<file path="config.mk">
export PLATFORM = sky130hd
export DESIGN_NAME = expiring_address_table
export DESIGN_NICKNAME = d
export VERILOG_FILES = /design/src/hdl/eat_pkg.sv /design/src/hdl/expiring_address_table.sv
export SDC_FILE = /design/constraint.sdc
export NUM_CORES = 2
export LEC_CHECK = 0
export BUFFER_PORTS_ARGS = -buffer_cell sky130_fd_sc_hd__buf_2
export CAP_MARGIN = 5
export CORE_ASPECT_RATIO = 2
export CORE_MARGIN = 10
export CORE_UTILIZATION = 35
export CTS_CLUSTER_DIAMETER = 60
export DETAILED_ROUTE_END_ITERATION = 8
export PLACE_DENSITY = 0.45
export SYNTH_ARGS = -nofsm -noshare
export SYNTH_HDL_FRONTEND = slang
export SYNTH_MEMORY_MAX_BITS = 65536
export SYNTH_SLANG_ARGS = --single-unit
</file>
<file path="constraint.sdc">
create_clock -name i_clk -period 7.3 [get_ports i_clk]
set_input_delay 0.365 -clock i_clk [delete_from_list [all_inputs] [get_ports i_clk]]
set_output_delay 0.365 -clock i_clk [all_outputs]
set_load 0.03 [all_outputs]
</file>
<file path="src/hdl/eat_pkg.sv">
// Package for the expiring address table: request and result item types,
// status and command codes, default sizes. No dependencies.
package eat_pkg;

    localparam int ENTRIES_DEFAULT = 64;
    localparam logic [31:0] HOLD_TIME_RESET = 32'd30000;

    localparam logic CMD_ADD    = 1'b0;
    localparam logic CMD_DELETE = 1'b1;

    typedef enum logic [1:0] {
        ST_ADDED   = 2'd0,
        ST_PRESENT = 2'd1,
        ST_FULL    = 2'd2,
        ST_DELETED = 2'd3
    } t_status;

    typedef struct packed {
        logic        command;
        logic [31:0] ip_address;
        logic [31:0] now;
    } t_eat_req;

    typedef struct packed {
        t_status     status;
        logic [5:0]  slot;
    } t_eat_rsp;

endpackage

</file>
<file path="src/hdl/expiring_address_table.sv">
// Expiring address table: top level with the entry memory and scan sequencer.
// Depends on eat_pkg.
//
// Each request walks the table in index order through one synchronous memory
// (one read and one write port, registered read data). A scan issues one
// read per entry and evaluates each entry as its read data returns; then
// an added entry is written and the result loaded once the output register
// is free, and the sequencer returns to idle. An add that hits a live match
// stops early. Expired entries met on an add, and matching entries on a
// delete, are invalidated in place as the scan passes. After reset a
// clearing pass marks every entry invalid; no item is accepted meanwhile,
// but hold_time writes are taken at any time. The result is held in an output
// register, so the next item is accepted while a result still waits.
module expiring_address_table #(
    parameter int ENTRIES = eat_pkg::ENTRIES_DEFAULT
) (
    input  logic              i_clk,
    input  logic              i_rst_n,
    input  logic              i_in_valid,
    output logic              o_in_ready,
    input  eat_pkg::t_eat_req i_in_item,
    output logic              o_out_valid,
    input  logic              i_out_ready,
    output eat_pkg::t_eat_rsp o_out_item,
    input  logic              i_cfg_wr_en,
    input  logic [31:0]       i_cfg_wr_data
);
    import eat_pkg::*;

    localparam int AW = (ENTRIES > 1) ? $clog2(ENTRIES) : 1;
    localparam logic [AW-1:0] LAST = AW'(ENTRIES - 1);

    typedef struct packed {
        logic        valid;
        logic [31:0] address;
        logic [31:0] expiry;
    } t_entry;

    typedef enum logic [1:0] {
        S_CLEAR,
        S_IDLE,
        S_SCAN,
        S_DONE
    } t_state;

    t_state          r_state;
    t_eat_req        r_req;
    logic [31:0]     r_hold;
    logic [AW-1:0]   r_clr_idx;
    logic [AW-1:0]   r_issue_idx;
    logic            r_issue_on;
    logic [AW-1:0]   r_ev_idx;
    logic            r_ev_vld;
    logic            r_have_free;
    logic [AW-1:0]   r_free_idx;
    logic            r_present;
    logic            r_out_valid;
    t_eat_rsp        r_out_item;

    t_entry          r_mem [ENTRIES];
    t_entry          r_rd_data;

    logic            in_accept;
    logic            out_free;
    logic            ev_live;
    logic            ev_expired;
    logic            ev_match;
    logic            ev_is_add;
    logic            ev_take_free;
    logic            ev_hit;
    logic            ev_stop;
    logic            wr_en;
    logic [AW-1:0]   wr_addr;
    t_entry          wr_data;
    t_eat_rsp        n_out_item;

    assign o_in_ready  = (r_state == S_IDLE);
    assign in_accept   = i_in_valid && o_in_ready;
    assign out_free    = !r_out_valid || i_out_ready;
    assign o_out_valid = r_out_valid;
    assign o_out_item  = r_out_item;

    // evaluation of the entry whose read data arrived this cycle
    assign ev_is_add    = (r_req.command == CMD_ADD);
    assign ev_live      = r_rd_data.valid;
    assign ev_expired   = ev_live && (r_req.now > r_rd_data.expiry);
    assign ev_match     = ev_live && (r_rd_data.address == r_req.ip_address);
    assign ev_take_free = r_ev_vld && ev_is_add && !r_have_free && (!ev_live || ev_expired);
    assign ev_hit       = r_ev_vld && ev_is_add && !ev_expired && ev_match;
    assign ev_stop      = r_ev_vld && (ev_hit || (r_ev_idx == LAST));

    always_comb begin
        wr_en   = 1'b0;
        wr_addr = r_ev_idx;
        wr_data = r_rd_data;
        wr_data.valid = 1'b0;
        case (r_state)
            S_CLEAR: begin
                wr_en   = 1'b1;
                wr_addr = r_clr_idx;
                wr_data = '0;
            end
            S_SCAN: begin
                // invalidate in place: expired on add, any match on delete
                wr_en = r_ev_vld && (ev_is_add ? ev_expired : ev_match);
            end
            S_DONE: begin
                wr_en   = out_free && ev_is_add && !r_present && r_have_free;
                wr_addr = r_free_idx;
                wr_data.valid   = 1'b1;
                wr_data.address = r_req.ip_address;
                wr_data.expiry  = r_req.now + r_hold;
            end
            default: begin
                wr_en = 1'b0;
            end
        endcase
    end

    always_comb begin
        n_out_item.slot = '0;
        if (!ev_is_add) begin
            n_out_item.status = ST_DELETED;
        end else if (r_present) begin
            n_out_item.status = ST_PRESENT;
        end else if (r_have_free) begin
            n_out_item.status = ST_ADDED;
            n_out_item.slot   = 6'(r_free_idx);
        end else begin
            n_out_item.status = ST_FULL;
        end
    end

    always_ff @(posedge i_clk) begin
        if (wr_en) begin
            r_mem[wr_addr] <= wr_data;
        end
        r_rd_data <= r_mem[r_issue_idx];
    end

    always_ff @(posedge i_clk) begin
        if (!i_rst_n) begin
            r_state     <= S_CLEAR;
            r_hold      <= HOLD_TIME_RESET;
            r_clr_idx   <= '0;
            r_issue_idx <= '0;
            r_issue_on  <= 1'b0;
            r_ev_idx    <= '0;
            r_ev_vld    <= 1'b0;
            r_have_free <= 1'b0;
            r_free_idx  <= '0;
            r_present   <= 1'b0;
            r_out_valid <= 1'b0;
        end else begin
            if (i_cfg_wr_en) begin
                r_hold <= i_cfg_wr_data;
            end
            if (r_state == S_DONE && out_free) begin
                r_out_valid <= 1'b1;
                r_out_item  <= n_out_item;
            end else if (r_out_valid && i_out_ready) begin
                r_out_valid <= 1'b0;
            end
            case (r_state)
                S_CLEAR: begin
                    r_clr_idx <= r_clr_idx + 1'b1;
                    if (r_clr_idx == LAST) begin
                        r_state <= S_IDLE;
                    end
                end
                S_IDLE: begin
                    if (in_accept) begin
                        r_req       <= i_in_item;
                        r_issue_idx <= '0;
                        r_issue_on  <= 1'b1;
                        r_ev_vld    <= 1'b0;
                        r_have_free <= 1'b0;
                        r_present   <= 1'b0;
                        r_state     <= S_SCAN;
                    end
                end
                S_SCAN: begin
                    if (ev_take_free) begin
                        r_have_free <= 1'b1;
                        r_free_idx  <= r_ev_idx;
                    end
                    if (ev_hit) begin
                        r_present <= 1'b1;
                    end
                    if (ev_stop) begin
                        r_issue_on <= 1'b0;
                        r_ev_vld   <= 1'b0;
                        r_state    <= S_DONE;
                    end else begin
                        r_ev_vld <= r_issue_on;
                        r_ev_idx <= r_issue_idx;
                        if (r_issue_on) begin
                            r_issue_idx <= r_issue_idx + 1'b1;
                            r_issue_on  <= (r_issue_idx != LAST);
                        end
                    end
                end
                S_DONE: begin
                    if (out_free) begin
                        r_state <= S_IDLE;
                    end
                end
                default: begin
                    r_state <= S_IDLE;
                end
            endcase
        end
    end

`ifndef SYNTH
    // the in-place write of one entry never collides with the next read
    a_no_rw_clash: assert property (@(posedge i_clk) disable iff (!i_rst_n)
        (r_state == S_SCAN && wr_en && r_issue_on) |-> (wr_addr != r_issue_idx))
        else $error("scan write hits the entry being read");

    a_accept_scans: assert property (@(posedge i_clk) disable iff (!i_rst_n)
        in_accept |=> (r_state == S_SCAN && !r_ev_vld))
        else $error("accepted item did not start a fresh scan");

    a_ev_in_scan: assert property (@(posedge i_clk) disable iff (!i_rst_n)
        (r_state != S_SCAN) |-> !r_ev_vld)
        else $error("entry evaluated outside a scan");

    a_result_once: assert property (@(posedge i_clk) disable iff (!i_rst_n)
        (r_state == S_DONE && out_free) |=> (r_state == S_IDLE && r_out_valid))
        else $error("result not loaded at end of scan");
`endif

endmodule
</file>
# Word level (Yosys, flattened, before mapping)
# Memories as Yosys holds them, arrays and structs flattened. A register that Yosys moved wholly into a read port is not among the register bits.
# Cells that the tools add are included.
dict set report totals {
  reg_bits 136
  mem_bits_rw 4160
  input_bits 102
  memories 1
}
# memory words width rd rd_clocked_by_memory_dff wr line_no
set memory_table {}
lappend memory_table {r_mem 64 65 1 1 1 expiring_address_table.sv:60} ;# t_entry r_mem [ENTRIES];
dict set report classes {
  addsub 3
  order_cmp 1
  eq_ne 15
  muxes 30
  n_bitwise 3
  reduce_logical 37
}
# op n
set op_table {}
lappend op_table {{65-bit case mux with 2 select lines} 1}
lappend op_table {{32-bit adder} 1}
lappend op_table {{32-bit == test} 1}
lappend op_table {{32-bit greater-than comparator} 1}
lappend op_table {{6-bit case mux with 2 select lines} 2}
lappend op_table {{6-bit 2-to-1 mux} 3}
lappend op_table {{1-bit logical AND} 15}
lappend op_table {{2-bit inequality test (second input constant)} 7}
lappend op_table {{6-bit by 1-bit adder with 6-bit output (second input constant)} 2}
lappend op_table {{6-bit == test (second input constant)} 2}
lappend op_table {{1-bit 2-to-1 mux} 12}
lappend op_table {{2-bit 2-to-1 mux} 6}
lappend op_table {{3-bit AND reduction} 3}
lappend op_table {{1-bit case mux with 2 select lines} 4}
lappend op_table {{2-bit case mux with 4 select lines} 1}
lappend op_table {{2-bit AND reduction} 4}
lappend op_table {{4-bit AND reduction} 2}
lappend op_table {{6-bit inequality test (second input constant)} 1}
lappend op_table {{1-bit logical NOT} 5}
lappend op_table {{2-bit == test (second input constant)} 2}
lappend op_table {{2-bit nonzero test} 2}
lappend op_table {{1-bit logical OR} 3}
lappend op_table {{1-bit NOT} 3}
lappend op_table {{1-bit case mux with 3 select lines} 1}
lappend op_table {{5 further kinds} 5}

# Depth between registers and ports, before layout
dict set report logic_depth {
  ltp_word 9
  mapped_depth 12
  mapped_depth_nobuf 11
}

# Worst setup path before layout
# No wires, ideal clock.
dict set report synth_path {
  path_type {reg-to-reg}
  from {register r_req[19] (netlist name)}
  to {memory r_mem[39][0] (netlist name), enable pin}
  arrival_time_ns 5.237
  path_slack_ns 1.574
  stages_incl_launch_ff 11
  period_less_slack_ns 5.726
  cell_sequence {edfxtp_1 -> ha_1 -> nand2_1 -> or4_1 -> o221ai_1 -> a221o_2 -> a31oi_1 -> o21ai_0 -> nand3_1 -> buf_2 -> nor2_1}
}
dict set report synth_via {
  elab_chain_cells 7
}
# element line_no
set synth_lines {}
lappend synth_lines {{start: declaration} expiring_address_table.sv:47} ;# t_eat_req r_req;
lappend synth_lines {{start signal: assignment} expiring_address_table.sv:173} ;# r_req <= i_in_item;
lappend synth_lines {{32-bit greater-than comparator} expiring_address_table.sv:86} ;# assign ev_expired = ev_live && (r_req.now > r_rd_data.expiry);
lappend synth_lines {{1-bit logical AND} expiring_address_table.sv:86}
lappend synth_lines {{1-bit 2-to-1 mux} expiring_address_table.sv:105} ;# wr_en = r_ev_vld && (ev_is_add ? ev_expired : ev_match);
lappend synth_lines {{1-bit logical AND} expiring_address_table.sv:105}
lappend synth_lines {{1-bit case mux with 3 select lines} expiring_address_table.sv:97} ;# case (r_state)
lappend synth_lines {{1-bit 2-to-1 mux} expiring_address_table.sv:135} ;# if (wr_en) begin
lappend synth_lines {{1-bit 2-to-1 mux (implied by the code)} expiring_address_table.sv:136} ;# r_mem[wr_addr] <= wr_data;
lappend synth_lines {{end: declaration} expiring_address_table.sv:60}
# Every way passes these cells.

# Worst setup path in the final report
dict set report layout_path {
  from {register r_req[33] (netlist name)}
  to {memory r_mem[48][19] (netlist name), enable pin}
}
dict set report layout_via {
  elab_chain_cells 7
}
# element line_no
set layout_lines {}
lappend layout_lines {{32-bit == test} expiring_address_table.sv:87} ;# assign ev_match = ev_live && (r_rd_data.address == r_req.ip_address);
lappend layout_lines {{1-bit logical AND} expiring_address_table.sv:87}
lappend layout_lines {{1-bit 2-to-1 mux} expiring_address_table.sv:105}
lappend layout_lines {{1-bit logical AND} expiring_address_table.sv:105}
lappend layout_lines {{1-bit case mux with 3 select lines} expiring_address_table.sv:97}
lappend layout_lines {{1-bit 2-to-1 mux} expiring_address_table.sv:135}
lappend layout_lines {{1-bit 2-to-1 mux (implied by the code)} expiring_address_table.sv:136}
# Every way passes these cells.

==> run metrics <==
Setup crit end kind flop; Final period util 77.11%; Startpoint Class flop; drt wl/cell 38.19 µm; CTS max path bufs 4; remaining antenna violation count 0; synthesized instance count 6,825; final setup skew 0.07511 ns; status finished clean; initial antenna violation count 47; max-cap check violation count 0; Worst-Skew Late Latency 0.98 ns; largest net degree at the start of global routing 120; Hold Crit Class in2reg; row cnt 358; CP Data Required Time 7.90 ns; r2r startpoint r_req[33]; TritonCTS buffer count 398; Primary FF master, synth edfxtp_1; Setup WS post-layout 1.671 ns; die footprint 506,800 µm²; synthesized cell area 167,000 µm²; crit path max fanout 26; synth warn 0; pwr dens 291.9 nW/µm²; Max Clk Rate 177.7 MHz; Area contributors post-synth edfxtp_1 (76%), mux4_2 (18%), dfxtp_1 (1.5%), ha_1 (0.52%), clkbuf_1 (0.44%); DR vias/cell 5.511; Yosys top cell by area edfxtp_1; share of post-route cells with drive strength above 1 32.13%; Starting Density 35.14%; Crit Path Category reg2reg; Total GRT Usage 20.79%; Synth Register Bits 4,361; Post-Place Setup Slack 1.567 ns; number of global-route vias before repair 81,070; # clock sinks 4,361; Seq/Total Area, Yosys 77.65%; RSZ-0062 raised after global routing no; Hold Vio Cnt, Final 0; Max-slew headroom 12.60%; Pleak 58.65 nW; Yosys top cell area share 76.12%; first-iteration detailed-routing DRC count 8,607; Worst Reg-to-Reg Cells 11; DRC 0; grt ovf 0; R2R Setup Slk 1.67 ns; die extent in x 508.4 µm; Pre-antenna DRT Iters 5; final setup TNS 0 ns; CTS tree yes; Core ar. 475,300 µm²; WHS Path Cells 4; maximum VDD drop 0.5204 mV; ys async rst share 0%; origin of the worst min-delay path i_cfg_wr_en; setup repair bufs after CTS 0; drt total wl 537,800 µm; Final nets 7,560; Clk pin slew, worst setup/hold paths 0.07 ns; die height 996.9 µm; Post-Place Cells 13,180; min cycle time layout 5.629 ns; syn nets 6,998; IO Pins 112; Setup Viol. Count Final 0; first-pass GRT wire length 729,000 µm; syn avg cell area 24.47 µm²; Worst Path Arrival 6.23 ns; Slew Viols, Final 0; Buffers on Ports 111; Placer Congestion 0.8001; CTS Root Cell clkbuf_16; worst slew pin tran 1.311 ns; vias 77,610; Hold EP r_hold[1]; HPWL after DPL 330,400 µm; Tot Pwr 56.08 mW; synth unique cells 66; Final Non-Filler Cells 14,080; Post-synth EDFFs 4,233; CTS HTree Levels 5; reg-to-reg endpoint r_mem[48][19]; area delta synth->final 15.04%
==> critical path, cell delays in order, from the launching register on <==
cell	delay, ns
edfxtp_1	0.41
xnor2_1	0.21
nand3_1	0.25
nor3_1	0.43
nand4_1	0.59
nor2_1	0.26
a31oi_1	0.05
o21ai_0	0.60
nand3_2	0.81
buf_4	0.51
nor2_4	0.69
buf_12	0.31
==> worst max-delay path by stage <==
stage                          to  slack [ns]       from
floorplan            r_mem[39][0]        1.57  r_req[19]
global placement     r_mem[20][0]        1.64  r_req[35]
detailed placement  r_mem[20][39]        1.57  r_req[23]
CTS                 r_mem[20][43]        1.57  r_req[35]
global route        r_mem[20][50]        1.45  r_req[35]
finish              r_mem[48][19]        1.67  r_req[33]
==> routing by layer <==
metal / vias to the layer above / routed length [µm] / share of wire [%] / GRT usage, %
met5: - / 34 / 0.0063 / 0
met3: 496 / 24980 / 4.6 / 2.323
met4: 6 / 13870 / 2.6 / 5.019
met1: 43960 / 207400 / 39 / 26.12
li1: 30740 / - / - / -
met2: 2403 / 291500 / 54 / 38.22
==> power breakdown <==
group          total [mW]  internal [mW]  switching (mW)
Sequential           29.6           29.3           0.305
Clock                21.5           11.9            9.59
Combinational        5.03           1.12            3.90
==> kinds of logic (layout without fill, tap and decap cells) <==
logic type	after synthesis	in the layout	share of synthesized area, %
flip-flops	4361	4361	77.65
multiplexers	1408	1408	18.67
buffers and inverters	389	1288	0.9838
AND/OR/NAND/NOR	313	313	0.8654
AO/OA/AOI/OAI	220	220	0.9650
adder cells (fa/ha/maj)	71	71	0.5365
XOR/XNOR	63	63	0.3304
other	0	59	0
==> placed cells by master, fill, tap and decap left out, drive strengths merged, types with 6 or more instances in the layout <==
cell type	instances
edfxtp	4233
mux4	1365
clkbuf	485
buf	397
clkinv	175
dfxtp	128
nor2	121
dlygate4sd3	110
nand2	78
ha	70
inv	62
diode	59
a22o	59
mux2i	43
bufinv	41
a21oi	38
o21ai	38
xnor2	37
xor2	26
nand3	25
nand4	21
clkinvlp	18
nor2b	17
a21o	16
nor3	11
and2	11
a21boi	8
o21a	7
o211ai	7
a31oi	6
a22oi	6
==> synth_stat cells (all sizes together) (6+ instances only) <==
master	number
edfxtp	4233
mux4	1365
clkbuf	196
buf	149
dfxtp	128
nor2	121
nand2	78
ha	70
a22o	59
inv	44
mux2i	43
a21oi	38
o21ai	38
xnor2	37
xor2	26
nand3	25
nand4	21
nor2b	17
a21o	16
and2	11
nor3	11
a21boi	8
o211ai	7
o21a	7
a22oi	6
a31oi	6
==> final cells by class <==
type                       count  area, µm²
antenna                       59      147.6
clock buffer                 485      10670
clock inverter               252       2480
fill                       41280     283100
inverter                      44      165.2
multi-input combinational   2075      36310
sequential                  4361     129700
tap                         6300       7883
timing repair buffer         507       4762
==> state kept, by name, indices dropped and copies added, names as in the netlist, 8 cells and up <==
register and count:
o_out_item 8, r_hold 32, r_mem 4160, r_rd_data 64
r_req 65
==> through the flow <==
stage                     utilization [%]  area [µm²]  hold slack (ns)
after floorplan                         -      167000           0.4460
after global placement              37.39      177700           0.4763
after detailed placement            37.39      177700           0.4718
after CTS                           40.39      192000          0.09646
after global routing                40.41      192100           0.1802
final                               40.42      192100           0.1656
==> repair_timing <==
action | in CTS | in global routing
endpoints found under the setup margin | 0 | 0
hold buffers | 110 | 0
endpoints found under the hold margin | 105 | 0
resized for setup | 0 | 0
Note: power is estimated with default switching activity, not from simulation.
